[src/rtl/fccb_pkg.sv]
// ----------------------------------------------------------------------------
// fccb_pkg
// Types and constants shared by the cluster chain block sequencer.
// ----------------------------------------------------------------------------
package fccb_pkg;

	localparam int CLUSTER_W   = 28;
	localparam int QUEUE_DEPTH = 4;

	localparam logic [27:0] CHAIN_END = 28'h0ffffff8;
	localparam logic [31:0] CLUSTER_BASE = 32'd2;
	localparam int          LOG2_MIN = 7;
	localparam int          LOG2_MAX = 10;

	localparam logic [31:0] FAT_START_RST    = 32'd32;
	localparam logic [31:0] DATA_START_RST   = 32'd0;
	localparam logic [7:0]  CLUSTER_SIZE_RST = 8'd8;
	localparam logic [3:0]  ENTRIES_LOG2_RST = 4'd7;

	typedef enum logic [1:0] {
		ACT_SEEK  = 2'd0,
		ACT_NEXT  = 2'd1,
		ACT_REPLY = 2'd2
	} action_t;

	typedef enum logic [2:0] {
		KIND_DATA      = 3'd0,
		KIND_LOAD      = 3'd1,
		KIND_ENTRY_REQ = 3'd2,
		KIND_END       = 3'd3,
		KIND_SEEK_DONE = 3'd4,
		KIND_ERROR     = 3'd5
	} kind_t;

	typedef enum logic [2:0] {
		OP_DATA,
		OP_LOAD_SEEK,
		OP_SEEK,
		OP_ENTRY_REQ,
		OP_END,
		OP_ERROR
	} op_t;

	typedef enum logic [1:0] {
		REG_FAT_START    = 2'd0,
		REG_DATA_START   = 2'd1,
		REG_CLUSTER_SIZE = 2'd2,
		REG_ENTRIES_LOG2 = 2'd3
	} cfg_idx_t;

	typedef struct packed {
		logic [31:0] fat_start;
		logic [31:0] data_start;
		logic [7:0]  cluster_size;
		logic [3:0]  entries_log2;
	} cfg_t;

	typedef struct packed {
		op_t                  op;
		logic [CLUSTER_W-1:0] cluster;
		logic [7:0]           blk_old;
		logic [7:0]           block_now;
		logic [31:0]          tb;
		logic [9:0]           idx;
	} cmd_t;

	typedef struct packed {
		kind_t                kind;
		logic [31:0]          lba;
		logic [9:0]           idx;
		logic [CLUSTER_W-1:0] cluster;
		logic [7:0]           blk;
		logic                 last;
	} res_t;

endpackage

[src/rtl/fccb_front.sv]
// ----------------------------------------------------------------------------
// fccb_front
// Accepts items, updates the chain state and queues one command per item.
// ----------------------------------------------------------------------------
module fccb_front #(
	parameter int CLUSTER_BITS = 28
) (
	input  logic                                 clk,
	input  logic                                 arst_n,
	input  fccb_pkg::cfg_t                       cfg,
	input  logic                                 in_valid,
	output logic                                 in_ready,
	input  logic [1:0]                           action,
	input  logic [27:0]                          cluster_number,
	input  logic [7:0]                           block_in_cluster,
	input  logic [31:0]                          fat_entry,
	input  logic                                 q_full,
	output logic                                 push,
	output fccb_pkg::cmd_t                       cmd
);

	localparam int KEEP = (CLUSTER_BITS < fccb_pkg::CLUSTER_W) ?
		CLUSTER_BITS : fccb_pkg::CLUSTER_W;
	localparam logic [fccb_pkg::CLUSTER_W-1:0] CL_MASK =
		fccb_pkg::CLUSTER_W'((64'd1 << KEEP) - 64'd1);

	logic [fccb_pkg::CLUSTER_W-1:0] cur_cl_q;
	logic [7:0]                     blk_q;
	logic [31:0]                    cached_tb_q;
	logic                           cache_valid_q;
	logic                           awaiting_q;
	logic                           ended_q;

	logic [fccb_pkg::CLUSTER_W-1:0] entry;
	logic [fccb_pkg::CLUSTER_W-1:0] seek_cl;
	logic [fccb_pkg::CLUSTER_W-1:0] src_cl;
	logic [1:0]                     sel;
	logic [fccb_pkg::CLUSTER_W-1:0] shifted;
	logic [9:0]                     idx_mask;
	logic [31:0]                    tb;
	logic                           hit;
	logic                           do_seek;
	logic                           is_seek;
	logic                           is_reply;

	assign in_ready = !q_full;
	assign push     = in_valid && in_ready;

	assign is_seek  = (action == fccb_pkg::ACT_SEEK);
	assign is_reply = (action == fccb_pkg::ACT_REPLY);
	assign entry    = fat_entry[fccb_pkg::CLUSTER_W-1:0];
	assign seek_cl  = (is_seek ? cluster_number : entry) & CL_MASK;
	assign src_cl   = (is_seek || is_reply) ? seek_cl : cur_cl_q;

	always_comb begin
		if (cfg.entries_log2 < 4'(fccb_pkg::LOG2_MIN)) begin
			sel = 2'd0;
		end else if (cfg.entries_log2 > 4'(fccb_pkg::LOG2_MAX)) begin
			sel = 2'd3;
		end else begin
			sel = 2'(cfg.entries_log2 - 4'(fccb_pkg::LOG2_MIN));
		end
	end

	always_comb begin
		unique case (sel)
			2'd0: begin
				shifted  = src_cl >> 7;
				idx_mask = 10'h07f;
			end
			2'd1: begin
				shifted  = src_cl >> 8;
				idx_mask = 10'h0ff;
			end
			2'd2: begin
				shifted  = src_cl >> 9;
				idx_mask = 10'h1ff;
			end
			default: begin
				shifted  = src_cl >> 10;
				idx_mask = 10'h3ff;
			end
		endcase
	end

	assign tb  = cfg.fat_start + 32'(shifted);
	assign hit = cache_valid_q && (cached_tb_q == tb);

	always_comb begin
		cmd.op        = fccb_pkg::OP_ERROR;
		cmd.cluster   = cur_cl_q;
		cmd.blk_old   = blk_q;
		cmd.block_now = blk_q;
		cmd.tb        = tb;
		cmd.idx       = cur_cl_q[9:0] & idx_mask;
		do_seek       = 1'b0;
		priority if (is_seek) begin
			do_seek = 1'b1;
		end else if (action == fccb_pkg::ACT_NEXT) begin
			priority if (awaiting_q) begin
				cmd.op = fccb_pkg::OP_ERROR;
			end else if (ended_q) begin
				cmd.op = fccb_pkg::OP_END;
			end else if (blk_q >= cfg.cluster_size) begin
				cmd.op = fccb_pkg::OP_ENTRY_REQ;
			end else begin
				cmd.op        = fccb_pkg::OP_DATA;
				cmd.block_now = blk_q + 8'd1;
			end
		end else if (is_reply && awaiting_q) begin
			if (entry == '0 || entry >= fccb_pkg::CHAIN_END) begin
				cmd.op = fccb_pkg::OP_END;
			end else begin
				do_seek = 1'b1;
			end
		end else begin
			cmd.op = fccb_pkg::OP_ERROR;
		end
		if (do_seek) begin
			cmd.op        = hit ? fccb_pkg::OP_SEEK : fccb_pkg::OP_LOAD_SEEK;
			cmd.cluster   = seek_cl;
			cmd.block_now = is_seek ? block_in_cluster : 8'd0;
		end
	end

	always_ff @(posedge clk or negedge arst_n) begin
		if (!arst_n) begin
			cur_cl_q      <= '0;
			blk_q         <= '0;
			cached_tb_q   <= '0;
			cache_valid_q <= 1'b0;
			awaiting_q    <= 1'b0;
			ended_q       <= 1'b0;
		end else if (push) begin
			cur_cl_q <= cmd.cluster;
			blk_q    <= cmd.block_now;
			if (do_seek) begin
				awaiting_q <= 1'b0;
				ended_q    <= 1'b0;
				if (!hit) begin
					cached_tb_q   <= tb;
					cache_valid_q <= 1'b1;
				end
			end else if (cmd.op == fccb_pkg::OP_ENTRY_REQ) begin
				awaiting_q <= 1'b1;
			end else if (is_reply && cmd.op == fccb_pkg::OP_END) begin
				awaiting_q <= 1'b0;
				ended_q    <= 1'b1;
			end
		end
	end

endmodule

[src/rtl/fccb_queue.sv]
// ----------------------------------------------------------------------------
// fccb_queue
// Small command queue between the front and the back.
// ----------------------------------------------------------------------------
module fccb_queue (
	input  logic           clk,
	input  logic           arst_n,
	input  logic           push,
	input  fccb_pkg::cmd_t push_cmd,
	output logic           full,
	output logic           q_valid,
	input  logic           pop,
	output fccb_pkg::cmd_t head
);

	localparam int DEPTH = fccb_pkg::QUEUE_DEPTH;
	localparam int PW    = $clog2(DEPTH);
	localparam int CW    = $clog2(DEPTH + 1);

	fccb_pkg::cmd_t mem [DEPTH];
	logic [PW-1:0]  wr_ptr_q;
	logic [PW-1:0]  rd_ptr_q;
	logic [CW-1:0]  count_q;

	assign full    = (count_q == CW'(DEPTH));
	assign q_valid = (count_q != '0);
	assign head    = mem[rd_ptr_q];

	always_ff @(posedge clk) begin
		if (push) begin
			mem[wr_ptr_q] <= push_cmd;
		end
	end

	always_ff @(posedge clk or negedge arst_n) begin
		if (!arst_n) begin
			wr_ptr_q <= '0;
			rd_ptr_q <= '0;
			count_q  <= '0;
		end else begin
			if (push) begin
				wr_ptr_q <= (wr_ptr_q == PW'(DEPTH - 1)) ? '0 : wr_ptr_q + PW'(1);
			end
			if (pop) begin
				rd_ptr_q <= (rd_ptr_q == PW'(DEPTH - 1)) ? '0 : rd_ptr_q + PW'(1);
			end
			if (push && !pop) begin
				count_q <= count_q + CW'(1);
			end else if (pop && !push) begin
				count_q <= count_q - CW'(1);
			end
		end
	end

endmodule

[src/rtl/fccb_back.sv]
// ----------------------------------------------------------------------------
// fccb_back
// Executes queued commands: address multiply, then result expansion into
// an output register.
// ----------------------------------------------------------------------------
module fccb_back (
	input  logic           clk,
	input  logic           arst_n,
	input  fccb_pkg::cfg_t cfg,
	input  logic           q_valid,
	output logic           q_pop,
	input  fccb_pkg::cmd_t q_cmd,
	output logic           out_valid,
	input  logic           out_ready,
	output fccb_pkg::res_t res
);

	fccb_pkg::cmd_t cmd_s1;
	logic [31:0]    prod_s1;
	logic           valid_s1;
	logic           phase_q;
	logic           out_valid_q;
	fccb_pkg::res_t res_q;

	logic           out_can;
	logic           emit;
	logic           two_first;
	logic           s1_free;
	fccb_pkg::res_t nxt;

	assign out_can   = !out_valid_q || out_ready;
	assign emit      = valid_s1 && out_can;
	assign two_first = (cmd_s1.op == fccb_pkg::OP_LOAD_SEEK) && !phase_q;
	assign s1_free   = !valid_s1 || (emit && !two_first);
	assign q_pop     = q_valid && s1_free;

	always_comb begin
		nxt.kind    = fccb_pkg::KIND_ERROR;
		nxt.lba     = '0;
		nxt.idx     = '0;
		nxt.cluster = cmd_s1.cluster;
		nxt.blk     = cmd_s1.block_now;
		nxt.last    = 1'b1;
		unique case (cmd_s1.op)
			fccb_pkg::OP_DATA: begin
				nxt.kind = fccb_pkg::KIND_DATA;
				nxt.lba  = cfg.data_start + prod_s1 + 32'(cmd_s1.blk_old);
			end
			fccb_pkg::OP_LOAD_SEEK: begin
				if (!phase_q) begin
					nxt.kind = fccb_pkg::KIND_LOAD;
					nxt.lba  = cmd_s1.tb;
					nxt.last = 1'b0;
				end else begin
					nxt.kind = fccb_pkg::KIND_SEEK_DONE;
				end
			end
			fccb_pkg::OP_SEEK: begin
				nxt.kind = fccb_pkg::KIND_SEEK_DONE;
			end
			fccb_pkg::OP_ENTRY_REQ: begin
				nxt.kind = fccb_pkg::KIND_ENTRY_REQ;
				nxt.lba  = cmd_s1.tb;
				nxt.idx  = cmd_s1.idx;
			end
			fccb_pkg::OP_END: begin
				nxt.kind = fccb_pkg::KIND_END;
			end
			default: begin
				nxt.kind = fccb_pkg::KIND_ERROR;
			end
		endcase
	end

	always_ff @(posedge clk) begin
		if (q_pop) begin
			cmd_s1  <= q_cmd;
			prod_s1 <= (32'(q_cmd.cluster) - fccb_pkg::CLUSTER_BASE) * 32'(cfg.cluster_size);
		end
		if (emit) begin
			res_q <= nxt;
		end
	end

	always_ff @(posedge clk or negedge arst_n) begin
		if (!arst_n) begin
			valid_s1    <= 1'b0;
			phase_q     <= 1'b0;
			out_valid_q <= 1'b0;
		end else begin
			if (s1_free) begin
				valid_s1 <= q_valid;
			end
			if (emit) begin
				phase_q <= two_first;
			end
			if (emit) begin
				out_valid_q <= 1'b1;
			end else if (out_ready) begin
				out_valid_q <= 1'b0;
			end
		end
	end

	assign out_valid = out_valid_q;
	assign res       = res_q;

endmodule

[src/rtl/fat32_cluster_chain_block_sequencer.sv]
// ----------------------------------------------------------------------------
// fat32_cluster_chain_block_sequencer
// Walks a FAT32 cluster chain and produces data and table block addresses.
//
//  channel   handshake               payload
//  in        in_valid / in_ready     action, cluster_number, block_in_cluster,
//                                    fat_entry
//  out       out_valid / out_ready   kind, lba, entry_index, cluster_now,
//                                    block_now, last
//  cfg       cfg_valid / cfg_ready   cfg_index, cfg_data
//
// One item per cycle is accepted while the command queue has room; a seek
// that loads a table block yields two results, others one.
// out_valid rises after an input transfer passes the queue, multiply and
// output registers. The output side delivers one result per cycle; a
// stalled output fills the 4-entry command queue and then drops in_ready.
// Reset clears chain state, cache tag and all valid flags; cfg_ready is
// always high.
// ----------------------------------------------------------------------------
module fat32_cluster_chain_block_sequencer #(
	parameter int CLUSTER_BITS = 28
) (
	input  logic                    clk,
	input  logic                    arst_n,
	input  logic                    in_valid,
	output logic                    in_ready,
	input  logic [1:0]              action,
	input  logic [27:0]             cluster_number,
	input  logic [7:0]              block_in_cluster,
	input  logic [31:0]             fat_entry,
	output logic                    out_valid,
	input  logic                    out_ready,
	output logic [2:0]              kind,
	output logic [31:0]             lba,
	output logic [9:0]              entry_index,
	output logic [CLUSTER_BITS-1:0] cluster_now,
	output logic [7:0]              block_now,
	output logic                    last,
	input  logic                    cfg_valid,
	output logic                    cfg_ready,
	input  logic [1:0]              cfg_index,
	input  logic [31:0]             cfg_data
);

	fccb_pkg::cfg_t cfg_q;
	fccb_pkg::cmd_t push_cmd;
	fccb_pkg::cmd_t head_cmd;
	fccb_pkg::res_t res;
	logic           q_push;
	logic           q_full;
	logic           q_valid;
	logic           q_pop;

	assign cfg_ready = 1'b1;

	always_ff @(posedge clk or negedge arst_n) begin
		if (!arst_n) begin
			cfg_q.fat_start    <= fccb_pkg::FAT_START_RST;
			cfg_q.data_start   <= fccb_pkg::DATA_START_RST;
			cfg_q.cluster_size <= fccb_pkg::CLUSTER_SIZE_RST;
			cfg_q.entries_log2 <= fccb_pkg::ENTRIES_LOG2_RST;
		end else if (cfg_valid && cfg_ready) begin
			unique case (fccb_pkg::cfg_idx_t'(cfg_index))
				fccb_pkg::REG_FAT_START:    cfg_q.fat_start    <= cfg_data;
				fccb_pkg::REG_DATA_START:   cfg_q.data_start   <= cfg_data;
				fccb_pkg::REG_CLUSTER_SIZE: cfg_q.cluster_size <= cfg_data[7:0];
				fccb_pkg::REG_ENTRIES_LOG2: cfg_q.entries_log2 <= cfg_data[3:0];
			endcase
		end
	end

	fccb_front #(
		.CLUSTER_BITS(CLUSTER_BITS)
	) u_front (
		.clk              (clk),
		.arst_n           (arst_n),
		.cfg              (cfg_q),
		.in_valid         (in_valid),
		.in_ready         (in_ready),
		.action           (action),
		.cluster_number   (cluster_number),
		.block_in_cluster (block_in_cluster),
		.fat_entry        (fat_entry),
		.q_full           (q_full),
		.push             (q_push),
		.cmd              (push_cmd)
	);

	fccb_queue u_queue (
		.clk      (clk),
		.arst_n   (arst_n),
		.push     (q_push),
		.push_cmd (push_cmd),
		.full     (q_full),
		.q_valid  (q_valid),
		.pop      (q_pop),
		.head     (head_cmd)
	);

	fccb_back u_back (
		.clk       (clk),
		.arst_n    (arst_n),
		.cfg       (cfg_q),
		.q_valid   (q_valid),
		.q_pop     (q_pop),
		.q_cmd     (head_cmd),
		.out_valid (out_valid),
		.out_ready (out_ready),
		.res       (res)
	);

	assign kind        = res.kind;
	assign lba         = res.lba;
	assign entry_index = res.idx;
	assign cluster_now = CLUSTER_BITS'(res.cluster);
	assign block_now   = res.blk;
	assign last        = res.last;

	a_no_push_when_full: assert property (@(posedge clk) disable iff (!arst_n)
		!(q_push && q_full))
		else $error("command pushed into full queue");

	a_pop_needs_entry: assert property (@(posedge clk) disable iff (!arst_n)
		q_pop |-> q_valid)
		else $error("command popped from empty queue");

	a_load_not_last: assert property (@(posedge clk) disable iff (!arst_n)
		(out_valid && kind == fccb_pkg::KIND_LOAD) |-> !last)
		else $error("table load marked as final result");

	a_load_then_seek: assert property (@(posedge clk) disable iff (!arst_n)
		(out_valid && out_ready && !last) |=>
		(out_valid && last && kind == fccb_pkg::KIND_SEEK_DONE))
		else $error("table load not followed by seek done");

endmodule
[config.mk]
export PLATFORM = sky130hd
export DESIGN_NAME = fat32_cluster_chain_block_sequencer
export DESIGN_NICKNAME = d
export VERILOG_FILES = /design/src/rtl/fccb_pkg.sv /design/src/rtl/fccb_front.sv /design/src/rtl/fccb_queue.sv /design/src/rtl/fccb_back.sv /design/src/rtl/fat32_cluster_chain_block_sequencer.sv
export SDC_FILE = /design/constraint.sdc
export NUM_CORES = 1
export LEC_CHECK = 0
export ABC_AREA = 1
export BUFFER_PORTS_ARGS = -buffer_cell sky130_fd_sc_hd__buf_2
export CORE_AREA = 2 2 337 339
export DETAILED_ROUTE_END_ITERATION = 6
export DIE_AREA = 0 0 339 341
export PLACE_DENSITY_LB_ADDON = 0.25
export SYNTH_ARGS = -nofsm -noshare
export SYNTH_HDL_FRONTEND = slang
export SYNTH_SLANG_ARGS = --single-unit
[constraint.sdc]
create_clock -name clk -period 8.4 [get_ports clk]
set_input_delay 0.42 -clock clk [delete_from_list [all_inputs] [get_ports clk]]
set_output_delay 0.42 -clock clk [all_outputs]
set_load 0.005 [all_outputs]
# --- Yosys cells after proc, flatten, opt, wreduce, memory -nomap -nowiden ---
# Memory sizes are Yosys's and may differ from the RTL's.
# Cells that the tools add are included.
totals:
  regBits: 360
  mem_bits_rw: 356
  inputBits: 109
  output_inout_bits: 85
  elab_cells: 148
  memories: 1
mem_list:
  columns: ["name", "depth", "word_bits", "rd", "rd_clocked_by_memory_dff", "write_ports", "line_no", "source"]
  rows:
  - ["u_queue.mem", 4, 89, 1, 0, 1, "fccb_queue.sv:20", "fccb_pkg::cmd_t mem [DEPTH];"]
op_classes:
  n_addsub: 10
  mul: 1
  n_lt_le_gt_ge: 4
  n_eq_ne: 18
  mux: 45
  bitwise_logic: 2
  n_reduce_logical: 38
ops:
  columns: ["cell", "count"]
  rows:
  - ["32-bit case mux with 3 select lines", 1]
  - ["21-bit case mux with 3 select lines", 1]
  - ["28-bit two-way mux", 2]
  - ["8-bit two-way mux", 7]
  - ["32-bit by 21-bit adder with 32-bit output", 1]
  - ["32-bit adder", 1]
  - ["32-bit by 8-bit adder with 32-bit output", 1]
  - ["32-bit equality test", 1]
  - ["32-bit by 8-bit multiplier with 32-bit output", 1]
  - ["32-bit two-way mux", 1]
  - ["31-bit two-way mux", 1]
  - ["10-bit case mux with 3 select lines", 1]
  - ["28-bit by 2-bit subtractor with 29-bit output, second input constant", 1]
  - ["28-bit greater-or-equal comparator, second input constant", 1]
  - ["28-bit zero test", 1]
  - ["3-bit two-way mux", 7]
  - ["1-bit two-way mux", 17]
  - ["3-bit case mux with 5 select lines", 1]
  - ["2-bit equality test, second input constant", 6]
  - ["2-bit two-way mux", 6]
  - ["10-bit AND", 1]
  - ["1-bit logical AND", 10]
  - ["2-bit AND reduction", 5]
  - ["3-bit by 2-bit equality test with 1-bit output, second input constant", 3]
  - ["20 further kinds", 40]

# --- Longest topological paths before layout ---
# Gate-level depths: netlist of run 1.
logic_depth:
  depth_word: 15
  ltp_mapped: 36
  ltp_nobuf: 34

# --- By module ---
# Synthesis of run 1 repeated with hierarchy kept, for this count alone.
hier_totals:
  cells_unflattened: 4474
  hier_area_um2: 41718.8
by_module_without_submodules:
  columns: ["module", "instances", "cells_per_inst", "area_each_um2", "seq_area_each_um2"]
  rows:
  - ["fccb_back", 1, 1680, 16102.9, 6170.9]
  - ["fccb_queue", 1, 1091, 14682.8, 10865.4]
  - ["fccb_front", 1, 1363, 7840.0, 1776.7]
  - ["fat32_cluster_chain_block_sequencer", 1, 340, 3093.0, 1908.1]

# --- Worst setup path before layout of run 1 ---
# OpenSTA, ideal clock, no wires.
synth_path:
  kind: "input-to-reg"
  startpoint: "input out_ready"
  endpoint: "register u_queue.count_q[1]"
  setup_ns: 0.125
  arrival_time_ns: 9.031
  t_required_ns: 8.275
  setup_slack_ns: -0.755
  cell_stages: 13
  cell_sequence: "inv_1 nand2_1 nand2_1 inv_1 nand2_1 inv_1 nor2_1 nor2_1 inv_1 ha_1 inv_1 fa_1 mux2_2"
synth_via:
  elab_chain_cells: 8
synth_lines:
  columns: ["element", "line_no", "source"]
  rows:
  - ["start, declared", "fat32_cluster_chain_block_sequencer.sv:32", "input logic out_ready,"]
  - ["1-bit logical OR *", "fccb_back.sv:31", "assign out_can = !out_valid_q || out_ready;"]
  - ["1-bit logical AND *", "fccb_back.sv:32", "assign emit = valid_s1 && out_can;"]
  - ["via u_back.emit", "fccb_back.sv:26", "logic emit;"]
  - ["1-bit logical AND *", "fccb_back.sv:34", "assign s1_free = !valid_s1 || (emit && !two_first);"]
  - ["1-bit logical OR *", "fccb_back.sv:34", null]
  - ["1-bit logical AND *", "fccb_back.sv:35", "assign q_pop = q_valid && s1_free;"]
  - ["via q_pop", "fat32_cluster_chain_block_sequencer.sv:52", "logic q_pop;"]
  - ["1-bit zero test", "fccb_queue.sv:47", "if (push && !pop) begin"]
  - ["1-bit logical AND", "fccb_queue.sv:47", null]
  - ["3-bit two-way mux or 2-bit nonzero test (tied branches)", null, null]
  - ["end signal, assigned", "fccb_queue.sv:48", "count_q <= count_q + CW'(1);"]
  - ["end signal, assigned", "fccb_queue.sv:50", "count_q <= count_q - CW'(1);"]
  - ["end, declared", "fccb_queue.sv:23", "logic [CW-1:0] count_q;"]
# The timed path passes the listed nets; every way through them passes the cells marked *.
# A chain may end at the register's enable or synchronous reset.

# --- Worst setup path after layout of run 1 ---
layout_path:
  startpoint: "register u_queue.rd_ptr_q[0]"
  endpoint: "register u_back.prod_s1[24], data pin"
layout_via:
  elab_chain_cells: 3
layout_lines:
  columns: ["element", "line_no", "source"]
  rows:
  - ["start, declared", "fccb_queue.sv:22", "logic [PW-1:0] rd_ptr_q;"]
  - ["start signal, assigned", "fccb_queue.sv:45", "rd_ptr_q <= (rd_ptr_q == PW'(DEPTH - 1)) ? '0 : rd_ptr_q + PW'(1);"]
  - ["memory 4 x 89 bit", null, null]
  - ["28-bit by 2-bit subtractor with 29-bit output", "fccb_back.sv:78", "prod_s1 <= (32'(q_cmd.cluster) - fccb_pkg::CLUSTER_BASE) * 32'(cfg.cluster_size);"]
  - ["32-bit by 8-bit multiplier with 32-bit output", "fccb_back.sv:78", null]
  - ["end signal, assigned", "fccb_back.sv:78", null]
  - ["end, declared", "fccb_back.sv:19", "logic [31:0] prod_s1;"]
# No other way between the ends.

==> metrics.cfg, run 1 <==
[status]
status=completed

[die]
io_pins=194
fp.coreArea_um2=111900
die_area_um2=115600
chipHeight_um=341
initial_utilization_pct=35.72
die_w_um=339
rows=123

[clocking]
clockRootBuffer=clkbuf_16
clkLatencyLatePin_ns=0.67
cts_tree=yes
htree_levels=3
cts_buffers=79
ctsResizeCount=0
clk_pin_slew_ns=0.06
cts.sinks=716
clk_path_buf_depth=3

[routing]
vias=29497
drtAntennaViolNets=0
drt_iter0_markers=2346
drt-pass1-iter-count=6
detail_route.wl_per_cell_um=19.23
via_per_inst=4.957
routed_wl_um=114500
drt_drc_violations_left=0

[setup_path]
crit_type=reg2reg
slowest_delay_ns=0.62
r2r_setup_slack_ns=1.16
slowest_stage=dfrtp_4
start_kind=flip-flop
crit_path_end_kind=flip-flop
crit_fanout=61
reg2reg_from=u_queue.rd_ptr_q[0]
cp.arrival_ns=7.65
worstReg2RegEnd=u_back.prod_s1[24]
r2r_cells=30
critPathRequiredTime_ns=8.80

[cells_and_area]
post-route-cell-area_um2=45310
layout.nets=4792
areaGrowthSynthToFinish_pct=13.38
fillers=11024
drive_gt1_share_pct=9.640

[flow_run]
drv_cap=0

[yosys]
synthArstFlopShare_pct=21.93
yosysWarnings=0
synth_area_leaders=edfxtp_1 (42%), nand2_1 (10%), dfrtp_1 (9.5%), fa_1 (8.4%), inv_1 (5.1%)
syn_area_um2=39960
yosysMostFrequentCell=nand2_1
ys.flop_type=edfxtp_1
syn_nets=4617
yosys.area.top_type=edfxtp_1
yosys.area.top_type_share_pct=42.00
synth-edff-count=559
synth_common_cells=nand2_1 (1065), edfxtp_1 (559), inv_1 (546)
synth_cell_type_count=58
synth_seq_cells=716
synth.yosys.seq_area_share_pct=51.85
avgSynthCellArea_um2=9.495
synth_cells=4209

[placement]
pre_cts_ws_ns=1.242
gp_congestion=0.9249
io_buffers=188
placed_area_um2=42590
dp_hpwl_um=84400

[timing]
tightest_slew_ns=1.177
hold_ws_ns=0.07020
rsz0062_at_grt=false
finalClockSkew_ns=0.03826
slew_headroom_pct=20.71
fmax_ghz=0.1381
drv_slew=0
finalSetupTns_ns=0
post-route-min-period_ns=7.242
finalHoldViolCount=0
setup_ws_ns=1.158
setup-violations-final=0
fin_crit_sh_pct=86.22

[worst_hold_path]
hold_depth=3
hp-class=in2reg
min_from=cfg_data[30]
holdPathEnd=cfg_q[42]

[grt]
grt.total_usage_pct=19.81
grt_overflow=0
grt_pass1_vias=28920
grt_max_degree=126
antenna_found_initial=7
grt_pass1_wl_um=174500

[worst max-delay path, delay by kind of cell (launching register included)]
| family | cells | cell delay (ns) |
|---|---|---|
| AOI/OAI and AO/OA | 3 | 0.63 |
| xor gates and xnor gates | 1 | 0.17 |
| adders and majority gates | 6 | 2.65 |
| buffers and inverters | 7 | 0.92 |
| DFF | 1 | 0.62 |
| and+or+nand+nor | 13 | 1.95 |
[state kept, by name, indices dropped and copies added, names as in the netlist]
name	flops
u_back.prod_s1	32
u_queue.rd_ptr_q	2
u_queue.wr_ptr_q	2
u_front.ended_q	1
u_front.cur_cl_q	28
u_back.valid_s1	1
u_back.phase_q	1
u_front.blk_q	8
u_front.awaiting_q	1
cfg_q	76
u_front.cached_tb_q	32
u_back.cmd_s1	89
u_queue.mem	356
u_front.cache_valid_q	1
u_queue.count_q	3
u_back.out_valid	1
u_back.res	82
[how the worst max path moves through the flow]
stage,cells after the start,slack (ns),to,start
after floorplan,13,1.43,u_queue.count_q[1],out_ready
after global placement,30,1.23,u_back.prod_s1[24],u_queue.rd_ptr_q[1]
after detailed placement,30,1.24,u_back.prod_s1[24],u_queue.rd_ptr_q[1]
after CTS,30,1.20,u_back.prod_s1[24],u_queue.rd_ptr_q[1]
after global routing,29,0.52,u_back.prod_s1[31],u_queue.rd_ptr_q[0]
final,30,1.16,u_back.prod_s1[24],u_queue.rd_ptr_q[0]
[metrics by stage]
step	std cells	util, %
floorplan	4209	-
detailed placement	5801	38.06
global route	5950	40.49
finish	5951	40.50
CTS	5950	40.49
global placement	5801	38.06
[cell usage in the layout (no fill, tap or decap), drive strengths merged, types with 37 or more instances in the layout]
cell    synthesis  routed
a21oi         119     119
nor2          406     406
dfrtp         152     152
clkbuf        108      95
buf            35     235
clkinv          4      37
edfxtp        559     559
o22ai          83      83
inv           553     562
nand3         185     185
xor2           46      46
fa            167     167
ha            132     132
nand2        1074    1074
nand4          75      75
o21ai         356     356
[layer usage]
metal	up-vias	share of wire, %	wire length, um	GRT usage, %
li1	14307	-	-	-
met1	14276	45	51950	27.09
met2	738	46	53070	32.38
met3	170	5.4	6222	3.142
met4	6	2.8	3188	6.083
met5	-	0.029	33	0
[kinds of logic after synthesis]
logic type	count (synthesis)	share of synthesized area, %
compound gates	628	8.613
xor+xnor	68	1.565
fa+ha+maj	299	12.50
buf+inv	700	6.857
flops	716	51.85
mux	1	0.02818
other cells	1	0.009384
simple gates	1796	18.58
[timing repair]
item | CTS | global route
endpoints found under the hold margin | 37 | 0
hold buffers | 2 | 0
setup buffers | 0 | 0
setup endpoints to repair | 0 | 0
[area by class of cell]
class	instances	area [um2]	area share, %
Antenna cell	1	2.502	0.005523
Timing Repair Buffer	237	1333	2.941
Multi-Input combinational cell	2793	16570	36.57
Tap cell	1500	1877	4.142
Inverter	557	2098	4.631
Sequential cell	716	20730	45.75
Clock buffer	95	2110	4.656
Clock inverter	52	590.6	1.303
Power of run 1 is left out: the tool's default activity adds up to more than one toggle a clock period on the data nets, which glitch-free logic cannot reach.
==> inputs of run 2 (changes only) <==
--- a/config.mk
+++ b/config.mk
@@ -10,6 +10,7 @@
 export CORE_AREA = 2 2 337 339
 export DETAILED_ROUTE_END_ITERATION = 6
 export DIE_AREA = 0 0 339 341
+export GPL_TIMING_DRIVEN = 0
 export PLACE_DENSITY_LB_ADDON = 0.25
 export SYNTH_ARGS = -nofsm -noshare
 export SYNTH_HDL_FRONTEND = slang
==> metrics.cfg, run 2 (synthesis gave the netlist of run 1 again) <==
[flow_run]
drv_cap=0

[cells_and_area]
layout.nets=4908
areaGrowthSynthToFinish_pct=14.87
largest_register_ffs=356
final_cells=6067
drive_gt1_share_pct=8.961
final_common_cell=nand2_1
postLayoutCoreUtil_pct=41.03
layout_common_cells=nand2_1 (1065), edfxtp_1 (559), inv_1 (545)
regMostFlops=u_queue.mem

[routing]
drt_drc_violations_left=0
detail_route.wl_per_cell_um=20.24
drtAntennaViolNets=0
vias=30655
drt-pass1-iter-count=7
via_per_inst=5.053
routed_wl_um=122800
drt_iter0_markers=2501

[clocking]
clk_pin_slew_ns=0.06
clk_path_buf_depth=3
cts_buffers=78
htree_levels=3
ctsResizeCount=0
clockRootBuffer=clkbuf_16
cts.sinks=716
cts_tree=yes
clkLatencyLatePin_ns=0.67

[setup_path]
r2r_setup_slack_ns=1.19
reg2reg_from=u_queue.rd_ptr_q[0]
critPathRequiredTime_ns=8.78
cpMostUsedCell=nand2_1
r2r_cells=27
cp.arrival_ns=7.58
worstReg2RegEnd=u_back.prod_s1[31]
crit_path_end_kind=flip-flop
crit_fanout=10
crit_type=reg2reg
slowest_stage=clkbuf_1
start_kind=flip-flop
slowest_delay_ns=0.77

[die]
rows=123
chipHeight_um=341
io_pins=194
fp.coreArea_um2=111900
initial_utilization_pct=35.72
die_w_um=339
die_area_um2=115600

[timing]
rsz0062_at_grt=false
fmax_ghz=0.1388
finalHoldViolCount=0
hold_ws_ns=0.09336
fin_crit_sh_pct=85.78
setup-violations-final=0
setup_ws_ns=1.194
slew_headroom_pct=3.366
tightest_slew_ns=1.450
post-route-min-period_ns=7.206
drv_slew=0
finalClockSkew_ns=0.03509

[placement]
dp_hpwl_um=95260
gp_congestion=0.9492
pre_cts_ws_ns=1.189
io_buffers=188
dp.cells=5918

[grt]
grt_max_degree=112
grt.total_usage_pct=21.17
grt_pass1_wl_um=184500
grt_pass1_vias=29879
grt_overflow=0
antenna_found_initial=3

[worst_hold_path]
min_from=cfg_data[28]
hp-class=in2reg
holdPathEnd=cfg_q[40]
hold_depth=3

[status]
status=completed

==> run 2: cell types whose count changed in the layout (fill, tap and decap cells not counted), moves of 7 or more <==
cell / change
buf_1: +9
buf_2: +11
buf_12: +13
buf_6: +9
buf_16: +7
buf_4: -41
clkbuf_1: +115
==> run 2: cell type report <==
| type | count | area, um2 |
|---|---|---|
| repair buffers | 211 | 1444 |
| multi-input cells | 2793 | 16540 |
| inverters | 557 | 2098 |
| flip-flops and latches | 716 | 20720 |
| fillers | 10967 | 65980 |
| plain buffers | 143 | 644.4 |
| diodes | 3 | 7.507 |
| clock inverters | 44 | 465.4 |
| clock buffers | 100 | 2108 |
| well taps | 1500 | 1877 |
==> run 2: timing repair <==
action                                  4_1_cts  5_1_grt
hold buffers                                  2        0
hold endpoints to repair                     47        0
endpoints found under the setup margin        0        0
buffers inserted                              0        0
==> run 2: worst max-delay path by stage <==
stage | start | slack [ns] | to | cells past startpoint
finish | u_queue.rd_ptr_q[0] | 1.19 | u_back.prod_s1[31] | 27
global route | u_queue.rd_ptr_q[1] | 0.68 | u_back.prod_s1[24] | 29
CTS | u_queue.rd_ptr_q[1] | 1.17 | u_back.prod_s1[31] | 27
detailed placement | u_queue.rd_ptr_q[1] | 1.19 | u_back.prod_s1[24] | 29
global placement | out_ready | -2.29 | u_queue.count_q[1] | 14
floorplan | out_ready | 1.43 | u_queue.count_q[1] | 13
==> run 2: through the flow <==
| stage | TNS, ns | instance area, um2 |
|---|---|---|
| after floorplan | 0 | 39970 |
| after global placement | -391.52 | 42780 |
| after detailed placement | 0 | 43300 |
| after CTS | 0 | 45900 |
| after global routing | 0 | 45900 |
| final | 0 | 45910 |
==> run 2: per-layer routing <==
metal | routed length (um) | GRT usage, % | part of all wire, %
met1 | 54060 | 29.13 | 44
met2 | 57130 | 34.51 | 47
met3 | 7468 | 2.718 | 6.1
met4 | 4101 | 7.333 | 3.3
met5 | 12 | 0 | 0.0098
==> run 2: worst max-delay path, delay by kind of cell (launching register included) <==
family	cells	cell delay, ns
AND/OR/NAND/NOR	11	1.41
adder cells (fa/ha/maj)	5	2.24
buffers and inverters	9	2.04
AO/OA/AOI/OAI	2	0.84
flip-flops	1	0.36
Power of run 2 is left out for the same reason.
